### config.mk
export PLATFORM = sky130hd
export DESIGN_NAME = thread_ready_sleep_join_scheduler
export DESIGN_NICKNAME = d
export VERILOG_FILES = /design/src/rtl/core/trsj_pkg.sv /design/src/rtl/core/thread_ready_sleep_join_scheduler.sv /design/src/rtl/core/trsj_ctrl.sv /design/src/rtl/core/trsj_dp.sv
export SDC_FILE = /design/constraint.sdc
export NUM_CORES = 2
export LEC_CHECK = 0
export BUFFER_PORTS_ARGS = -buffer_cell sky130_fd_sc_hd__buf_2
export CORE_UTILIZATION = 47
export CTS_CLUSTER_DIAMETER = 120
export DETAILED_ROUTE_END_ITERATION = 10
export PLACE_DENSITY = 0.67
export SLEW_MARGIN = 20
export SYNTH_ARGS = -nofsm -noshare
export SYNTH_HDL_FRONTEND = slang
export SYNTH_SLANG_ARGS = --single-unit
### constraint.sdc
create_clock -name clock -period 10.1 [get_ports clock]
set_clock_uncertainty 0.2 [all_clocks]
set_input_delay 1.01 -clock clock [delete_from_list [all_inputs] [get_ports clock]]
set_output_delay 1.01 -clock clock [all_outputs]
set_load 0.005 [all_outputs]
### src/rtl/core/trsj_pkg.sv
// package for the thread scheduler: slot states, request kinds, outcome codes
// no dependencies
package trsj_pkg;
   localparam int SLOT_COUNT_DEF = 16;
   localparam int ID_BITS_DEF = 32;
   localparam int TIME_BITS = 64;
   localparam int ID_W = 32;

   typedef enum logic [2:0] {
      ST_UNUSED = 3'd0, ST_READY = 3'd1, ST_RUNNING = 3'd2,
      ST_JOINED = 3'd3, ST_SLEEPING = 3'd4
   } slot_state_type;

   localparam logic [2:0] K_CREATE = 3'd0;
   localparam logic [2:0] K_YIELD = 3'd1;
   localparam logic [2:0] K_JOIN = 3'd2;
   localparam logic [2:0] K_SLEEP = 3'd3;
   localparam logic [2:0] K_EXIT = 3'd4;
   localparam logic [2:0] K_TICK = 3'd5;

   localparam logic [1:0] OC_OK = 2'd0;
   localparam logic [1:0] OC_NOFREE = 2'd1;
   localparam logic [1:0] OC_NOTARGET = 2'd2;
   localparam logic [1:0] OC_NORUN = 2'd3;

   typedef enum logic [3:0] {
      FS_IDLE, FS_SCAN, FS_DECIDE, FS_WALK, FS_HEAD, FS_OUT
   } fsm_state_type;

   // controller to datapath
   typedef struct packed {
      logic start;      // latch request, clear scan
      logic scan_step;  // examine one slot
      logic decide;     // apply create / yield / join / sleep / exit / tick work
      logic walk_init;  // set up list walk
      logic walk_step;  // one node of the list walk
      logic run_head;   // dequeue head when required
      logic finish;     // build result item
   } cmd_type;

   // datapath to controller
   typedef struct packed {
      logic scan_done;
      logic need_walk;
      logic walk_done;
   } status_type;
endpackage

### src/rtl/core/thread_ready_sleep_join_scheduler.sv
// top level of the thread scheduler: controller plus datapath
// depends on trsj_pkg, trsj_ctrl, trsj_dp
// each item runs a slot scan, a decide step, an optional list walk and a head step
// throughput: one item at a time; a new request is taken only after the response
// is accepted, with a one-slot-per-cycle scan and a one-node-per-cycle list walk
// reset: synchronous, slot 0 running with id 0, all lists empty
module thread_ready_sleep_join_scheduler #(
   parameter int SLOT_COUNT = trsj_pkg::SLOT_COUNT_DEF,
   parameter int ID_BITS = trsj_pkg::ID_BITS_DEF
) (
   input  logic         clock,
   input  logic         reset,
   input  logic         req_tvalid,
   output logic         req_tready,
   // [2:0] kind, [34:3] target_id, [98:35] time_value, [103:99] zero
   input  logic [103:0] req_tdata,
   output logic         rsp_tvalid,
   input  logic         rsp_tready,
   // [31:0] running_id, [32] running_valid, [64:33] new_id, [65] switched,
   // [67:66] outcome, [71:68] zero
   output logic [71:0]  rsp_tdata
);
   import trsj_pkg::*;
   cmd_type    cmd;
   status_type stat;
   logic [ID_W-1:0] running_id, new_id;
   logic running_valid, switched;
   logic [1:0] outcome;

   // control sequencer
   trsj_ctrl u_ctrl (
      .clock(clock), .reset(reset),
      .req_tvalid(req_tvalid), .req_tready(req_tready),
      .rsp_tvalid(rsp_tvalid), .rsp_tready(rsp_tready),
      .cmd(cmd), .stat(stat)
   );

   // slot table and list datapath
   trsj_dp #(.SLOT_COUNT(SLOT_COUNT), .ID_BITS(ID_BITS)) u_dp (
      .clock(clock), .reset(reset), .cmd(cmd), .stat(stat),
      .kind(req_tdata[2:0]), .target_id(req_tdata[34:3]),
      .time_value(req_tdata[98:35]),
      .running_id(running_id), .running_valid(running_valid),
      .new_id(new_id), .switched(switched), .outcome(outcome)
   );

   assign rsp_tdata = {4'b0, outcome, switched, new_id, running_valid, running_id};
endmodule

### src/rtl/core/trsj_ctrl.sv
// controller state machine for the thread scheduler
// depends on trsj_pkg
module trsj_ctrl (
   input  logic                clock,
   input  logic                reset,
   input  logic                req_tvalid,
   output logic                req_tready,
   output logic                rsp_tvalid,
   input  logic                rsp_tready,
   output trsj_pkg::cmd_type   cmd,
   input  trsj_pkg::status_type stat
);
   import trsj_pkg::*;
   fsm_state_type state_ff, state_in;

   always_ff @(posedge clock) begin
      if (reset) begin
         state_ff <= FS_IDLE;
      end else begin
         state_ff <= state_in;
      end
   end

   always_comb begin
      state_in = state_ff;
      cmd = '0;
      req_tready = 1'b0;
      rsp_tvalid = 1'b0;
      unique case (state_ff)
         FS_IDLE: begin
            req_tready = 1'b1;
            if (req_tvalid) begin
               cmd.start = 1'b1;
               state_in = FS_SCAN;
            end
         end
         FS_SCAN: begin
            cmd.scan_step = 1'b1;
            if (stat.scan_done) state_in = FS_DECIDE;
         end
         FS_DECIDE: begin
            cmd.decide = 1'b1;
            if (stat.need_walk) begin
               cmd.walk_init = 1'b1;
               state_in = FS_WALK;
            end else begin
               state_in = FS_HEAD;
            end
         end
         FS_WALK: begin
            cmd.walk_step = 1'b1;
            if (stat.walk_done) state_in = FS_HEAD;
         end
         FS_HEAD: begin
            cmd.run_head = 1'b1;
            cmd.finish = 1'b1;
            state_in = FS_OUT;
         end
         FS_OUT: begin
            rsp_tvalid = 1'b1;
            if (rsp_tready) state_in = FS_IDLE;
         end
         default: state_in = FS_IDLE;
      endcase
   end
endmodule

### src/rtl/core/trsj_dp.sv
// datapath for the thread scheduler: slot table, lists, scans and list walks
// depends on trsj_pkg
module trsj_dp #(
   parameter int SLOT_COUNT = trsj_pkg::SLOT_COUNT_DEF,
   parameter int ID_BITS = trsj_pkg::ID_BITS_DEF
) (
   input  logic                       clock,
   input  logic                       reset,
   input  trsj_pkg::cmd_type          cmd,
   output trsj_pkg::status_type       stat,
   input  logic [2:0]                 kind,
   input  logic [trsj_pkg::ID_W-1:0]  target_id,
   input  logic [trsj_pkg::TIME_BITS-1:0] time_value,
   output logic [trsj_pkg::ID_W-1:0]  running_id,
   output logic                       running_valid,
   output logic [trsj_pkg::ID_W-1:0]  new_id,
   output logic                       switched,
   output logic [1:0]                 outcome
);
   import trsj_pkg::*;
   localparam int SW = $clog2(SLOT_COUNT + 1);
   localparam int IW = $clog2(SLOT_COUNT);
   localparam logic [SW-1:0] NIL = SW'(SLOT_COUNT);
   localparam logic [SW-1:0] LAST = SW'(SLOT_COUNT - 1);

   slot_state_type     st_ff [SLOT_COUNT];
   logic [ID_BITS-1:0] tid_ff [SLOT_COUNT];
   logic [TIME_BITS-1:0] wake_ff [SLOT_COUNT];
   logic [ID_BITS-1:0] jt_ff [SLOT_COUNT];
   logic [SW-1:0]      link_ff [SLOT_COUNT];
   logic [SW-1:0]      rfirst_ff, rlast_ff, jfirst_ff, sfirst_ff, cur_ff, old_ff;
   logic [ID_BITS-1:0] last_id_ff;

   logic [2:0]         kind_ff;
   logic [ID_BITS-1:0] tgt_ff;
   logic [TIME_BITS-1:0] tval_ff;
   logic [SW-1:0]      scan_ff, free_ff, found_ff;
   logic               idle_ff, want_head_ff;
   logic [ID_BITS-1:0] newid_ff, key_ff;
   logic [1:0]         oc_ff;
   logic               walk_sleep_ff;
   logic [SW-1:0]      wcur_ff, wprev_ff, guard_ff;
   logic [ID_W-1:0]    run_id_ff, new_id_o_ff;
   logic               run_v_ff, sw_ff;
   logic [1:0]         oc_o_ff;

   logic [IW-1:0] si, ci, wi, pi, rl, rf;
   logic hit;
   logic [SW-1:0] nxt;
   assign si = scan_ff[IW-1:0];
   assign ci = cur_ff[IW-1:0];
   assign wi = wcur_ff[IW-1:0];
   assign pi = wprev_ff[IW-1:0];
   assign rl = rlast_ff[IW-1:0];
   assign rf = rfirst_ff[IW-1:0];
   assign nxt = link_ff[wi];
   assign hit = walk_sleep_ff ? (wake_ff[wi] <= tval_ff) : (jt_ff[wi] == key_ff);

   assign stat.scan_done = (scan_ff == LAST);
   assign stat.need_walk = (kind_ff == K_TICK) ||
                           (kind_ff == K_EXIT && !idle_ff);
   assign stat.walk_done = (wcur_ff >= NIL) || (guard_ff >= NIL) ||
                           ((nxt >= NIL || guard_ff == LAST) && 1'b1 &&
                            (wcur_ff < NIL));

   always_ff @(posedge clock) begin
      if (reset) begin
         for (int i = 0; i < SLOT_COUNT; i++) begin
            st_ff[i] <= (i == 0) ? ST_RUNNING : ST_UNUSED;
            tid_ff[i] <= '0;
            wake_ff[i] <= '0;
            jt_ff[i] <= '0;
            link_ff[i] <= NIL;
         end
         rfirst_ff <= NIL; rlast_ff <= NIL; jfirst_ff <= NIL; sfirst_ff <= NIL;
         cur_ff <= '0; old_ff <= '0; last_id_ff <= '0;
         scan_ff <= '0; free_ff <= NIL; found_ff <= NIL;
         idle_ff <= 1'b0; want_head_ff <= 1'b0; walk_sleep_ff <= 1'b0;
         wcur_ff <= NIL; wprev_ff <= NIL; guard_ff <= '0;
      end else begin
         if (cmd.start) begin
            kind_ff <= kind;
            tgt_ff <= target_id[ID_BITS-1:0];
            tval_ff <= time_value;
            scan_ff <= '0;
            free_ff <= NIL;
            found_ff <= NIL;
            idle_ff <= (cur_ff >= NIL);
            old_ff <= cur_ff;
            want_head_ff <= 1'b0;
            newid_ff <= '0;
            oc_ff <= OC_OK;
         end
         // one slot per cycle: lowest free slot and first live id match
         if (cmd.scan_step) begin
            if (free_ff == NIL && st_ff[si] == ST_UNUSED) free_ff <= scan_ff;
            if (found_ff == NIL && st_ff[si] != ST_UNUSED && tid_ff[si] == tgt_ff)
               found_ff <= scan_ff;
            if (scan_ff != LAST) scan_ff <= scan_ff + 1'b1;
         end
         if (cmd.decide) begin
            case (kind_ff)
               K_CREATE: begin
                  if (free_ff == NIL) begin
                     oc_ff <= OC_NOFREE;
                  end else begin
                     last_id_ff <= last_id_ff + 1'b1;
                     newid_ff <= last_id_ff + 1'b1;
                     tid_ff[free_ff[IW-1:0]] <= last_id_ff + 1'b1;
                     jt_ff[free_ff[IW-1:0]] <= '0;
                     wake_ff[free_ff[IW-1:0]] <= '0;
                     st_ff[free_ff[IW-1:0]] <= ST_READY;
                     link_ff[free_ff[IW-1:0]] <= NIL;
                     if (rlast_ff >= NIL) rfirst_ff <= free_ff;
                     else link_ff[rl] <= free_ff;
                     rlast_ff <= free_ff;
                  end
                  want_head_ff <= idle_ff;
               end
               K_TICK: want_head_ff <= idle_ff;
               K_YIELD: begin
                  if (idle_ff) begin
                     if (rfirst_ff >= NIL) oc_ff <= OC_NORUN;
                  end else begin
                     st_ff[ci] <= ST_READY;
                     link_ff[ci] <= NIL;
                     if (rlast_ff >= NIL) rfirst_ff <= cur_ff;
                     else link_ff[rl] <= cur_ff;
                     rlast_ff <= cur_ff;
                  end
                  want_head_ff <= 1'b1;
               end
               K_JOIN: begin
                  if (idle_ff) oc_ff <= OC_NORUN;
                  else if (found_ff == NIL) oc_ff <= OC_NOTARGET;
                  else begin
                     jt_ff[ci] <= tgt_ff;
                     st_ff[ci] <= ST_JOINED;
                     link_ff[ci] <= jfirst_ff;
                     jfirst_ff <= cur_ff;
                     want_head_ff <= 1'b1;
                  end
               end
               K_SLEEP: begin
                  if (idle_ff) oc_ff <= OC_NORUN;
                  else begin
                     wake_ff[ci] <= tval_ff;
                     st_ff[ci] <= ST_SLEEPING;
                     link_ff[ci] <= sfirst_ff;
                     sfirst_ff <= cur_ff;
                     want_head_ff <= 1'b1;
                  end
               end
               K_EXIT: begin
                  if (idle_ff) oc_ff <= OC_NORUN;
                  else begin
                     st_ff[ci] <= ST_UNUSED;
                     link_ff[ci] <= NIL;
                     want_head_ff <= 1'b1;
                  end
               end
               default: ;
            endcase
         end
         if (cmd.walk_init) begin
            walk_sleep_ff <= (kind_ff == K_TICK);
            key_ff <= tid_ff[ci];
            wcur_ff <= (kind_ff == K_TICK) ? sfirst_ff : jfirst_ff;
            wprev_ff <= NIL;
            guard_ff <= '0;
         end
         // one list node per cycle; a hit is unlinked and appended to ready
         if (cmd.walk_step && wcur_ff < NIL && guard_ff < NIL) begin
            if (hit) begin
               if (wprev_ff < NIL) link_ff[pi] <= nxt;
               else if (walk_sleep_ff) sfirst_ff <= nxt;
               else jfirst_ff <= nxt;
               st_ff[wi] <= ST_READY;
               link_ff[wi] <= NIL;
               if (rlast_ff >= NIL) rfirst_ff <= wcur_ff;
               else link_ff[rl] <= wcur_ff;
               rlast_ff <= wcur_ff;
            end else begin
               wprev_ff <= wcur_ff;
            end
            wcur_ff <= nxt;
            guard_ff <= guard_ff + 1'b1;
         end
         if (cmd.run_head && want_head_ff) begin
            cur_ff <= rfirst_ff;
            if (rfirst_ff < NIL) begin
               st_ff[rf] <= ST_RUNNING;
               link_ff[rf] <= NIL;
               if (rlast_ff == rfirst_ff) begin
                  rfirst_ff <= NIL; rlast_ff <= NIL;
               end else begin
                  rfirst_ff <= link_ff[rf];
               end
            end
         end
      end
   end

   // result item, built from the state left after run_head
   logic [SW-1:0] cur_next;
   assign cur_next = (want_head_ff) ? rfirst_ff : cur_ff;
   always_ff @(posedge clock) begin
      if (cmd.finish) begin
         if (cur_next < NIL) begin
            run_id_ff <= ID_W'(tid_ff[cur_next[IW-1:0]]);
            run_v_ff <= 1'b1;
         end else begin
            run_id_ff <= '0;
            run_v_ff <= 1'b0;
         end
         new_id_o_ff <= ID_W'(newid_ff);
         sw_ff <= (cur_next != old_ff);
         oc_o_ff <= oc_ff;
      end
   end
   assign running_id = run_id_ff;
   assign running_valid = run_v_ff;
   assign new_id = new_id_o_ff;
   assign switched = sw_ff;
   assign outcome = oc_o_ff;
endmodule
==> results.toml <==
[status]
status = "finished, violations left"
violations = "design-rule violations"

[min_path]
hold_path.class = "primary input to flip-flop"

[route]
viasPerCell = 6.54
ant_nets = 0
first_iter_violations = 11200
drt_wl_total_um = 373000
vias = 78400
first_pass_iters = 9
drc_errors = 10
wl_per_cell_um = 31.2

[synth]
synth_async_sr_flop_share = 0
yosys-top-cells-area = "edfxtp_1 59%, mux4_2 17%, nor2_1 7.2%"
seq_area_frac_synth = 0.618
synthTopCellsByCount = "2329 x edfxtp_1, 2279 x nor2_1, 894 x mux4_2"
synth_top_area_share = 0.587
synth.distinct_cells = 89
synth-main-ff-cell = "edfxtp_1"
yosys_warnings = 0
syn_avg_cell_area_um2 = 14.0
yosysTopAreaCell = "edfxtp_1"
syn-cell-area_um2 = 119000
synth_edf_count = 2329
syn_inst = 8490
yosysMostFrequentCell = "edfxtp_1"
synth_seq_cells = 2511

[critical_path]
path_cells = "buf_12, mux4_2, mux4_2, ha_1, nand4_1, nor4_2, inv_1, o211ai_1, nor3_1, a21o_1, nand2_1, or3_1, o211ai_1, a211oi_1, nand2_1, nand2_1"
crit_path_max_fanout = 69
worstPathArrival_ps = 8840
rrSetupSlack_ps = 1680
critical-path-max-stage-delay_ps = 880
critical-path-slowest-cell = "nor4_2"
crit_top_cell = "nand2_1"
endpoint_kind = "flip-flop"
critical_path_class = "flip-flop to flip-flop"
cp.required_ps = 10520
startpoint_type = "flip-flop"

[power]
vdd_ir_drop_max_uv = 186
leakage_nw = 42.7
p_total_mw = 23.7
powerDensity_nw_per_um2 = 179

[clock_tree]
cts_buffers = 278
clock_path_buffers = 4
tritoncts = "built"
insertion_delay_ps = 960
root_buffer = "clkbuf_16"
clkSinkCount = 2511
cts_htree_levels = 5
clk_pin_slew_ps = 60
cts_setup_buffers = 0

[global_route]
grt_start_max_net_pins = 130
grt_pass1_vias = 77200
grtUsageTotal = 0.288
grt_pass1_wl_um = 531000
overflow = 0
antenna_found_initial = 16

[cells_and_area]
regArea_um2 = 73600
fillCellCount = 20400
area_growth_pct = 11.3
fin_nets = 8614
drive_gt1_frac = 0.210
multiInputGateArea_um2 = 42900

[timing]
totalNegativeSetupSlack_ps = 0
rsz0062_at_grt = "no"
relSlewSlack = 0.0765
fmax_mhz = 119
min_period_ps = 8420
tightest_slew_ps = 1370
setup_viol = 0
hold_viol = 0
drv_slew = 0
period_share = 0.834

[floorplanning]
start_util = 0.473
fp.dieArea_um2 = 255000
ios = 182
core-area_um2 = 252000
die_x_um = 505
die_h_um = 505
rows = 184

[job]
cap_violations = 0

[place]
place.gp.congestion = 0.893
hpwl_um = 207000
io_buffers = 172
critical path: cells and delay by family (launching register included):
family | cells | cell delay (ps)
and+or+nand+nor | 7 | 2640
adders and majority gates | 1 | 320
buffers and inverters | 2 | 740
muxes | 2 | 1080
AOI/OAI and AO/OA | 4 | 2100
DFF | 1 | 820
layer usage:
layer / part of all wire / up-vias / GRT usage
met5: 0.00017 / - / 0
met4: 0.053 / 8 / 0.139
met3: 0.12 / 1071 / 0.0691
met2: 0.47 / 5701 / 0.453
met1: 0.36 / 39900 / 0.376
li1: - / 31700 / -
registers in the layout (all words and copies together), names as in the netlist, 5 cells and up, named ones only:
register,flops
u_dp.wake_ff,1024
u_dp.jt_ff,512
u_dp.tid_ff,512
u_dp.link_ff,80
u_dp.tval_ff,64
u_dp.st_ff,48
u_dp.key_ff,32
u_dp.last_id_ff,32
u_dp.new_id,32
u_dp.newid_ff,32
u_dp.running_id,32
u_dp.tgt_ff,32
u_dp.cur_ff,5
u_dp.found_ff,5
u_dp.free_ff,5
u_dp.guard_ff,5
u_dp.jfirst_ff,5
u_dp.old_ff,5
u_dp.rfirst_ff,5
u_dp.rlast_ff,5
u_dp.scan_ff,5
u_dp.sfirst_ff,5
u_dp.wcur_ff,5
u_dp.wprev_ff,5
repair_timing:
action | CTS | global route
resized for setup | 0 | 0
hold buffers | 41 | 0
endpoints found under the hold margin | 41 | 0
cell families after synthesis:
| logic type | synth area share |
|---|---|
| and+or+nand+nor | 0.109 |
| DFF | 0.618 |
| muxes | 0.193 |
| buffers and inverters | 0.0278 |
| AOI/OAI and AO/OA | 0.0335 |
| xor gates and xnor gates | 0.0115 |
| adders and majority gates | 0.00715 |
| other | 0.0000315 |
cells in the final DEF (no fill, tap or decap), drive strengths merged, types with 110 or more instances in the layout:
cell    count
buf       363
dfxtp     182
mux2i     251
clkbuf    340
mux4      894
edfxtp   2329
nand2     394
a211oi    110
nor2     2280
worst paths after layout:
path	startpoint	end	cells past startpoint
worst min register to register	u_dp.newid_ff[21]$_DFFE_PN_	u_dp.new_id[21]$_DFFE_PN_	0
worst min-delay path	req_tdata[43]	u_dp.tval_ff[8]$_DFFE_PP_	1
worst max register to register	flip-flop	u_dp.st_ff[7][1]$_SDFFCE_PN0P_	16
worst max-delay path	flip-flop	u_dp.st_ff[7][1]$_SDFFCE_PN0P_	16
where the power goes:
part	switching, mW	total, mW	internal (mW)
combinational	1.12	1.82	0.703
clock	4.10	9.78	5.69
sequential	0.320	12.1	11.8
total	5.54	23.7	18.2
cell type report:
type / count / share of cell area
clock buffers: 340 / 0.0555
multi-input cells: 5138 / 0.323
well taps: 3348 / 0.0316
clock inverters: 130 / 0.00900
repair buffers: 404 / 0.0216
inverters: 105 / 0.00305
flip-flops and latches: 2511 / 0.556
diodes: 9 / 0.000170
stage by stage:
step	instances	util	instance area (um2)	hold slack (ps)	setup slack [ps]
after global placement	11500	0.490	123000	237	1930
after floorplan	8493	-	119000	226	2570
after global routing	12000	0.526	132000	24.7	1460
final	12000	0.527	132000	48.6	1680
after CTS	12000	0.526	132000	4.01	1870
after detailed placement	11500	0.491	123000	237	1910
Power figures use the tool's default switching activity.
